## src/udpd_pkg.sv

```systemverilog
// ----------------------------------------------------------------------------
// udpd_pkg
// Shared types and constants for the UDP port demultiplexer.
// ----------------------------------------------------------------------------
package udpd_pkg;

	localparam int BindSlotsDefault  = 8;
	localparam int ClientBitsDefault = 4;
	localparam int QueueDepth        = 4;

	localparam logic [15:0] HDR_BYTES = 16'd8;

	typedef enum logic [1:0] {
		OP_DATA   = 2'd0,
		OP_BIND   = 2'd1,
		OP_UNBIND = 2'd2
	} op_t;

	// Result of one datagram byte; the client id travels beside it.
	typedef struct packed {
		logic [31:0] sender_address;
		logic [15:0] sender_port;
		logic [15:0] payload_length;
		logic [7:0]  payload_byte;
		logic        empty_payload;
		logic        run_last;
	} res_t;

	localparam int ResBits = $bits(res_t);

endpackage

```

## src/udp_port_demux.sv

```systemverilog
// ----------------------------------------------------------------------------
// udp_port_demux
// Receive-side UDP port demultiplexer with a table of bound ports.
// ----------------------------------------------------------------------------
// The block takes one request every clock cycle while its result queue is not
// full: a bind, an unbind or one datagram byte. The front stage parses the
// header and compares the destination port against all table slots in
// parallel, and queues each result in a four-entry queue; the output register
// loads it from the queue once that register is empty or being read. Input
// ready falls only when that queue is full, so a stalled output side backs up
// after four results plus the one in the output register.
module udp_port_demux import udpd_pkg::*; #(
	parameter int BIND_SLOTS  = BindSlotsDefault,
	parameter int CLIENT_BITS = ClientBitsDefault
) (
	input  logic         clk,
	input  logic         arst_n,
	input  logic         s_tvalid,
	output logic         s_tready,
	// bind_port, client_id, data_byte, datagram_length, source_address
	input  logic [((CLIENT_BITS + 72 + 7) / 8) * 8 - 1:0] s_tdata,
	// operation
	input  logic [1:0]   s_tuser,
	input  logic         s_tlast,
	output logic         m_tvalid,
	input  logic         m_tready,
	// target_client, sender_address, sender_port, payload_length, payload_byte
	output logic [((CLIENT_BITS + 72 + 7) / 8) * 8 - 1:0] m_tdata,
	// empty_payload
	output logic         m_tuser,
	output logic         m_tlast
);

	localparam int TD_W = ((CLIENT_BITS + 72 + 7) / 8) * 8;
	localparam int CO   = 16;
	localparam int BO   = CO + CLIENT_BITS;
	localparam int LO   = BO + 8;
	localparam int AO   = LO + 16;
	localparam int QW   = ResBits + CLIENT_BITS;

	logic                   q_full;
	logic                   push;
	res_t                   f_res;
	logic [CLIENT_BITS-1:0] f_client;
	logic                   pop;
	logic                   q_valid;
	logic [QW-1:0]          q_rdata;

	udpd_front #(
		.BIND_SLOTS (BIND_SLOTS),
		.CLIENT_BITS(CLIENT_BITS)
	) u_front (
		.clk            (clk),
		.arst_n         (arst_n),
		.in_valid       (s_tvalid),
		.in_ready       (s_tready),
		.operation      (s_tuser),
		.bind_port      (s_tdata[CO-1:0]),
		.client_id      (s_tdata[BO-1:CO]),
		.data_byte      (s_tdata[LO-1:BO]),
		.final_byte     (s_tlast),
		.datagram_length(s_tdata[AO-1:LO]),
		.source_address (s_tdata[AO+31:AO]),
		.q_full         (q_full),
		.push           (push),
		.res            (f_res),
		.res_client     (f_client)
	);

	udpd_fifo #(
		.WIDTH(QW),
		.DEPTH(QueueDepth)
	) u_fifo (
		.clk      (clk),
		.arst_n   (arst_n),
		.push     (push),
		.wdata    ({f_client, f_res}),
		.full     (q_full),
		.pop      (pop),
		.not_empty(q_valid),
		.rdata    (q_rdata)
	);

	udpd_back #(
		.CLIENT_BITS(CLIENT_BITS),
		.OUT_W      (TD_W)
	) u_back (
		.clk     (clk),
		.arst_n  (arst_n),
		.q_valid (q_valid),
		.q_res   (res_t'(q_rdata[ResBits-1:0])),
		.q_client(q_rdata[QW-1:ResBits]),
		.pop     (pop),
		.m_tvalid(m_tvalid),
		.m_tready(m_tready),
		.m_tdata (m_tdata),
		.m_tuser (m_tuser),
		.m_tlast (m_tlast)
	);

endmodule

```

## src/udpd_front.sv

```systemverilog
// ----------------------------------------------------------------------------
// udpd_front
// Port table and header parser: takes one request a cycle while the result queue is not full, and classifies it.
// ----------------------------------------------------------------------------
module udpd_front import udpd_pkg::*; #(
	parameter int BIND_SLOTS  = BindSlotsDefault,
	parameter int CLIENT_BITS = ClientBitsDefault
) (
	input  logic                   clk,
	input  logic                   arst_n,
	input  logic                   in_valid,
	output logic                   in_ready,
	input  logic [1:0]             operation,
	input  logic [15:0]            bind_port,
	input  logic [CLIENT_BITS-1:0] client_id,
	input  logic [7:0]             data_byte,
	input  logic                   final_byte,
	input  logic [15:0]            datagram_length,
	input  logic [31:0]            source_address,
	input  logic                   q_full,
	output logic                   push,
	output res_t                   res,
	output logic [CLIENT_BITS-1:0] res_client
);

	logic [BIND_SLOTS-1:0]  slot_valid_q;
	logic [15:0]            slot_port_q   [BIND_SLOTS];
	logic [CLIENT_BITS-1:0] slot_client_q [BIND_SLOTS];

	logic [15:0]            byte_idx_q;
	logic [15:0]            hdr_src_q;
	logic [15:0]            hdr_dst_q;
	logic [15:0]            hdr_len_q;
	logic [15:0]            lat_len_q;
	logic [31:0]            lat_addr_q;
	logic [CLIENT_BITS-1:0] match_client_q;
	logic                   accepting_q;

	logic                   accept;
	logic                   is_data;
	logic [BIND_SLOTS-1:0]  free_oh;
	logic [BIND_SLOTS-1:0]  unb_hits;
	logic [BIND_SLOTS-1:0]  unb_oh;
	logic [BIND_SLOTS-1:0]  dst_hits;
	logic [CLIENT_BITS-1:0] dst_client;
	logic                   len_ok;
	logic                   last_byte;
	logic                   accepting_d;
	logic [CLIENT_BITS-1:0] match_client_d;

	assign in_ready = !q_full;
	assign accept   = in_valid && in_ready;

	always_comb begin
		for (int i = 0; i < BIND_SLOTS; i++) begin
			unb_hits[i] = slot_valid_q[i] && (slot_port_q[i] == bind_port);
			dst_hits[i] = slot_valid_q[i] && (slot_port_q[i] == hdr_dst_q);
		end
	end

	// Lowest free slot and lowest matching slot, both one-hot.
	assign free_oh = ~slot_valid_q & (slot_valid_q + BIND_SLOTS'(1));
	assign unb_oh  = unb_hits & (~unb_hits + BIND_SLOTS'(1));

	always_comb begin
		dst_client = '0;
		for (int i = BIND_SLOTS - 1; i >= 0; i--) begin
			if (dst_hits[i]) begin
				dst_client = slot_client_q[i];
			end
		end
	end

	assign len_ok    = (hdr_len_q >= HDR_BYTES) && (hdr_len_q <= lat_len_q);
	assign last_byte = final_byte ||
		(({1'b0, byte_idx_q} + 17'd1) == {1'b0, hdr_len_q});

	always_comb begin
		is_data        = 1'b0;
		push           = 1'b0;
		accepting_d    = accepting_q;
		match_client_d = match_client_q;
		res_client     = match_client_q;
		res.sender_address = lat_addr_q;
		res.sender_port    = hdr_src_q;
		res.payload_length = hdr_len_q - HDR_BYTES;
		res.payload_byte   = data_byte;
		res.empty_payload  = 1'b0;
		res.run_last       = last_byte;
		case (op_t'(operation))
			OP_DATA: begin
				is_data = 1'b1;
			end
			default: begin
			end
		endcase
		if (is_data) begin
			if (byte_idx_q == '0) begin
				accepting_d = 1'b0;
			end else if (byte_idx_q == HDR_BYTES - 16'd1) begin
				accepting_d    = len_ok && (|dst_hits);
				match_client_d = dst_client;
				res_client     = dst_client;
				if (accepting_d && hdr_len_q == HDR_BYTES) begin
					push               = accept;
					res.payload_byte   = '0;
					res.empty_payload  = 1'b1;
					res.run_last       = 1'b1;
					accepting_d        = 1'b0;
				end
			end else if (byte_idx_q >= HDR_BYTES && accepting_q &&
					byte_idx_q < hdr_len_q) begin
				push = accept;
				if (last_byte) begin
					accepting_d = 1'b0;
				end
			end
			if (final_byte) begin
				accepting_d = 1'b0;
			end
		end
	end

	always_ff @(posedge clk or negedge arst_n) begin
		if (!arst_n) begin
			slot_valid_q   <= '0;
			byte_idx_q     <= '0;
			accepting_q    <= 1'b0;
			match_client_q <= '0;
		end else if (accept) begin
			case (op_t'(operation))
				OP_BIND: begin
					slot_valid_q <= slot_valid_q | free_oh;
				end
				OP_UNBIND: begin
					slot_valid_q <= slot_valid_q & ~unb_oh;
				end
				OP_DATA: begin
					accepting_q    <= accepting_d;
					match_client_q <= match_client_d;
					if (final_byte) begin
						byte_idx_q <= '0;
					end else if (byte_idx_q != '1) begin
						byte_idx_q <= byte_idx_q + 16'd1;
					end
				end
				default: begin
				end
			endcase
		end
	end

	always_ff @(posedge clk) begin
		if (accept && op_t'(operation) == OP_BIND) begin
			for (int i = 0; i < BIND_SLOTS; i++) begin
				if (free_oh[i]) begin
					slot_port_q[i]   <= bind_port;
					slot_client_q[i] <= client_id;
				end
			end
		end
		if (accept && is_data) begin
			case (byte_idx_q)
				16'd0: begin
					lat_len_q  <= datagram_length;
					lat_addr_q <= source_address;
					hdr_src_q  <= {data_byte, 8'h00};
				end
				16'd1: begin
					hdr_src_q <= {hdr_src_q[15:8], data_byte};
				end
				16'd2: begin
					hdr_dst_q <= {data_byte, 8'h00};
				end
				16'd3: begin
					hdr_dst_q <= {hdr_dst_q[15:8], data_byte};
				end
				16'd4: begin
					hdr_len_q <= {data_byte, 8'h00};
				end
				16'd5: begin
					hdr_len_q <= {hdr_len_q[15:8], data_byte};
				end
				default: begin
				end
			endcase
		end
	end

endmodule

```

## src/udpd_fifo.sv

```systemverilog
// ----------------------------------------------------------------------------
// udpd_fifo
// Short result queue between the classifying front and the output stage.
// ----------------------------------------------------------------------------
module udpd_fifo import udpd_pkg::*; #(
	parameter int WIDTH = ResBits,
	parameter int DEPTH = QueueDepth
) (
	input  logic             clk,
	input  logic             arst_n,
	input  logic             push,
	input  logic [WIDTH-1:0] wdata,
	output logic             full,
	input  logic             pop,
	output logic             not_empty,
	output logic [WIDTH-1:0] rdata
);

	localparam int PW = (DEPTH > 1) ? $clog2(DEPTH) : 1;
	localparam int CW = $clog2(DEPTH + 1);

	logic [WIDTH-1:0] entry_q [DEPTH];
	logic [PW-1:0]    wr_ptr_q;
	logic [PW-1:0]    rd_ptr_q;
	logic [CW-1:0]    count_q;

	assign full      = (count_q == CW'(DEPTH));
	assign not_empty = (count_q != '0);
	assign rdata     = entry_q[rd_ptr_q];

	always_ff @(posedge clk or negedge arst_n) begin
		if (!arst_n) begin
			wr_ptr_q <= '0;
			rd_ptr_q <= '0;
			count_q  <= '0;
		end else begin
			if (push) begin
				wr_ptr_q <= (wr_ptr_q == PW'(DEPTH - 1)) ? '0 : wr_ptr_q + PW'(1);
			end
			if (pop) begin
				rd_ptr_q <= (rd_ptr_q == PW'(DEPTH - 1)) ? '0 : rd_ptr_q + PW'(1);
			end
			if (push && !pop) begin
				count_q <= count_q + CW'(1);
			end else if (pop && !push) begin
				count_q <= count_q - CW'(1);
			end
		end
	end

	always_ff @(posedge clk) begin
		if (push) begin
			entry_q[wr_ptr_q] <= wdata;
		end
	end

endmodule

```

## src/udpd_back.sv

```systemverilog
// ----------------------------------------------------------------------------
// udpd_back
// Output stage: pulls results from the queue and presents them on the stream.
// ----------------------------------------------------------------------------
module udpd_back import udpd_pkg::*; #(
	parameter int CLIENT_BITS = ClientBitsDefault,
	parameter int OUT_W       = ((CLIENT_BITS + 72 + 7) / 8) * 8
) (
	input  logic                   clk,
	input  logic                   arst_n,
	input  logic                   q_valid,
	input  res_t                   q_res,
	input  logic [CLIENT_BITS-1:0] q_client,
	output logic                   pop,
	output logic                   m_tvalid,
	input  logic                   m_tready,
	output logic [OUT_W-1:0]       m_tdata,
	output logic                   m_tuser,
	output logic                   m_tlast
);

	localparam int PAD = OUT_W - (CLIENT_BITS + 72);

	res_t                   res_q;
	logic [CLIENT_BITS-1:0] client_q;
	logic                   valid_q;

	// The output register refills in the same cycle that its result is taken, or whenever it is empty.
	assign pop = q_valid && (!valid_q || m_tready);

	always_ff @(posedge clk or negedge arst_n) begin
		if (!arst_n) begin
			valid_q <= 1'b0;
		end else if (pop) begin
			valid_q <= 1'b1;
		end else if (m_tready) begin
			valid_q <= 1'b0;
		end
	end

	always_ff @(posedge clk) begin
		if (pop) begin
			res_q    <= q_res;
			client_q <= q_client;
		end
	end

	assign m_tvalid = valid_q;
	assign m_tuser  = res_q.empty_payload;
	assign m_tlast  = res_q.run_last;

	generate
		if (PAD > 0) begin : g_pad
			assign m_tdata = {{PAD{1'b0}}, res_q.payload_byte, res_q.payload_length,
				res_q.sender_port, res_q.sender_address, client_q};
		end else begin : g_nopad
			assign m_tdata = {res_q.payload_byte, res_q.payload_length,
				res_q.sender_port, res_q.sender_address, client_q};
		end
	endgenerate

endmodule

```

## config.mk

```make
export PLATFORM = sky130hd
export DESIGN_NAME = udp_port_demux
export DESIGN_NICKNAME = d
export VERILOG_FILES = /design/src/udpd_pkg.sv /design/src/udp_port_demux.sv /design/src/udpd_front.sv /design/src/udpd_fifo.sv /design/src/udpd_back.sv
export SDC_FILE = /design/constraint.sdc
export NUM_CORES = 1
export LEC_CHECK = 0
export BUFFER_PORTS_ARGS = -buffer_cell sky130_fd_sc_hd__buf_2
export CAP_MARGIN = 20
export CORE_MARGIN = 4
export CORE_UTILIZATION = 33
export DETAILED_ROUTE_END_ITERATION = 8
export PLACE_DENSITY = 0.56
export SLEW_MARGIN = 10
export SYNTH_ARGS = -nofsm -noshare
export SYNTH_HDL_FRONTEND = slang
export SYNTH_SLANG_ARGS = --single-unit
```

## constraint.sdc

```tcl
create_clock -name clk -period 15.85 [get_ports clk]
set_clock_uncertainty 0.05 [all_clocks]
set_input_delay 2.3775 -clock clk [delete_from_list [all_inputs] [get_ports clk]]
set_output_delay 2.3775 -clock clk [all_outputs]
set_load 0.02 [all_outputs]
```

==> flow_summary.toml <==
[yosys]
synth_edf_count = 646
synth_area_per_cell_um2 = 16.3
synthCells = 1773
ys_warn_count = 0
yosysUniqueCellTypes = 69
synthFlopType = "edfxtp_1"
seq_area_frac_synth_pct = 70.2
async_reset_ff_share_pct = 5.42
netlist.area_leader.share_pct = 67.0
ys_seq_elements = 683
synth_area_um2 = 29000
yosysTopAreaCell = "edfxtp_1"
synthTopCellsByArea = "edfxtp_1 (67%), mux4_2 (6.1%), xnor2_1 (5.4%)"

[timing]
holdWs_ns = 0.424
relSlewSlack_pct = 29.0
rsz0062_at_grt = "false"
tightest_slew_ns = 1.05
period_share_pct = 34.0
setup_viol = 0
setup_tns_ns = 0
slew_viol_final = 0
finalWorstSetupSlack_ns = 10.46
fmax_mhz = 185
fin_crit_ns = 5.39
hold_viol = 0

[cells_and_area]
drive_gt1_share_pct = 20.3
nets = 2099
final_cells = 3182
final_common_cell = "edfxtp_1"
syn_to_final_growth_pct = 15.6
final_area_um2 = 33500
final_cell_mix = "edfxtp_1 (646), xnor2_1 (178), buf_2 (165)"

[global_route]
grt_pass1_wl_um = 106000
antenna_found_initial = 3
grt_max_degree = 69
grt_pass1_vias = 16600
gr-total-overflow = 0
grt_use_total_pct = 15.0

[clock_tree]
cts_root_buffer = "clkbuf_16"
cts_buffers = 76
cts.repair.resized = 0
clock_tree.buffer_depth = 3
clk_latency_ns = 0.62
holdBufCountCts = 0
cts_setup_buffers = 0
h-tree-depth = 3
cts.sink_count = 683
cts_tree = "built"
clkTransAtPathRegs_ns = 0.06

[drt]
drt_pass1_iterations = 5
wl_um = 70900
viasPerCell = 5.02
wl_per_cell_um = 22.3
drt_iter0_markers = 1210
vias = 16000
ant_nets = 0
drc = 0

[critical_path]
cp_common_cell = "nor4_1"
crit_cells = 9
max_stage_delay_ns = 0.95
critPathTopFamily = "simple AND/OR/NAND/NOR gates"
r2r_slack_ns = 10.46
cp_num_buf_inv = 1
path_class = "flop to flop"
crit_fanout = 55
crit_arrival_ns = 5.56
crit_path_top_delay_cell = "edfxtp_1"
crit_path_cell_trace = "xor2_1 -> nor4_1 -> nand2_1 -> nor4_1 -> or4_1 -> o2111ai_1 -> a221o_2 -> nor2_4 -> buf_4"
start_kind = "flop"
worstRegToRegCells = 9
required_ns = 16.02
critPathCaptureType = "flop"

[run]
drv_cap = 0

[place]
dp_cells = 3039
gp_congestion = 0.867
hpwl_um = 44700
port_buffers = 162
dp_slack_ns = 9.84
dpl_cell_area_um2 = 31100

[die]
dieHeight_um = 304
top_level_ports = 171
std_cell_rows = 108
dieArea_um2 = 92600
dieWidth_um = 304
initial_core_util_pct = 33.3
core_area_um2 = 86900

[hold_path]
hp-class = "flop to flop"
min_path_cells = 0

[power_and_ir_drop]
powerDensity_nw_per_um2 = 138
leakage_nw = 11.2
vdd_drop_max_v = 0.0000933

[status]
status = "finished, final reports clean"
synthesized netlist by cell type, drive strengths merged, types with 37 or more instances:
cell type,number
mux4,78
nand2,72
edfxtp,646
nor2,56
xor2,109
xnor2,178
inv,57
nor4,56
o21ai,38
nand4,46
and2,41
ha,46
clkbuf,51
dfrtp,37
where the power goes:
part / switching [mW] / internal [mW]
combinational: 0.405 / 0.294
sequential: 0.114 / 2.15
clock: 0.715 / 0.933
total: 1.23 / 3.38
worst reg2reg max path: stages, from the launching register on:
cell and delay, ns:
edfxtp_1 0.95, xor2_1 0.16, nor4_1 0.34, nand2_1 0.18, nor4_1 0.69, or4_1 0.35, o2111ai_1 0.16, a221o_2 0.55
nor2_4 0.66, buf_4 0.88
kinds of logic after synthesis:
group | share of synthesized area, %
AO/OA/AOI/OAI | 3.20
adder cells (fa/ha/maj) | 2.06
buffers and inverters | 2.16
other | 0.0129
AND/OR/NAND/NOR | 7.33
XOR/XNOR | 8.70
flip-flops | 70.2
multiplexers | 6.39
routing by layer:
| metal | GRT usage [%] | routed length, um | up-vias |
|---|---|---|---|
| li1 | - | - | 7149 |
| met1 | 20.4 | 30800 | 8215 |
| met2 | 24.5 | 33800 | 500 |
| met3 | 2.87 | 4370 | 116 |
| met4 | 4.61 | 1920 | 0 |
| met5 | 0 | 0 | - |
metrics by stage:
| stage | total power, mW | utilization, % |
|---|---|---|
| 2_1_floorplan | 2.76 | - |
| 3_3_place_gp | 3.01 | 35.8 |
| 3_5_place_dp | 3.02 | 35.8 |
| 4_1_cts | 4.68 | 38.5 |
| 5_1_grt | 4.82 | 38.5 |
| 6_report | 4.61 | 38.5 |
cell type report:
class,instances,area (um^2)
flip-flops and latches,683,20300
repair buffers,192,1040
multi-input cells,955,8130
fillers,8047,53400
clock inverters,43,335
well taps,1155,1450
diodes,1,2.50
inverters,57,214
clock buffers,96,2000
registers in the layout (all words and copies together), names as in the netlist, 3 cells and up:
register	count
u_front.hdr_len_q	16
u_front.slot_valid_q	8
u_front.lat_len_q	16
u_front.lat_addr_q	32
u_front.slot_port_q	128
u_front.match_client_q	4
u_fifo.entry_q	312
u_front.hdr_dst_q	16
u_back.m_tdata	72
u_front.hdr_src_q	16
u_front.slot_client_q	32
u_fifo.count_q	3
u_front.byte_idx_q	16
u_back.client_q	4
final timing paths:
kind                                         from                     to
hold reg to reg            u_front.lat_addr_q[14]  u_fifo.entry_q[1][56]
max in group asynchronous                  arst_n     u_fifo.rd_ptr_q[1]
setup / recovery             u_front.hdr_dst_q[2]  u_fifo.entry_q[1][64]
min in group asynchronous                  arst_n  u_front.byte_idx_q[8]
setup reg to reg             u_front.hdr_dst_q[2]  u_fifo.entry_q[1][64]
hold / removal             u_front.lat_addr_q[14]  u_fifo.entry_q[1][56]
(Power assumes the default switching activity.)
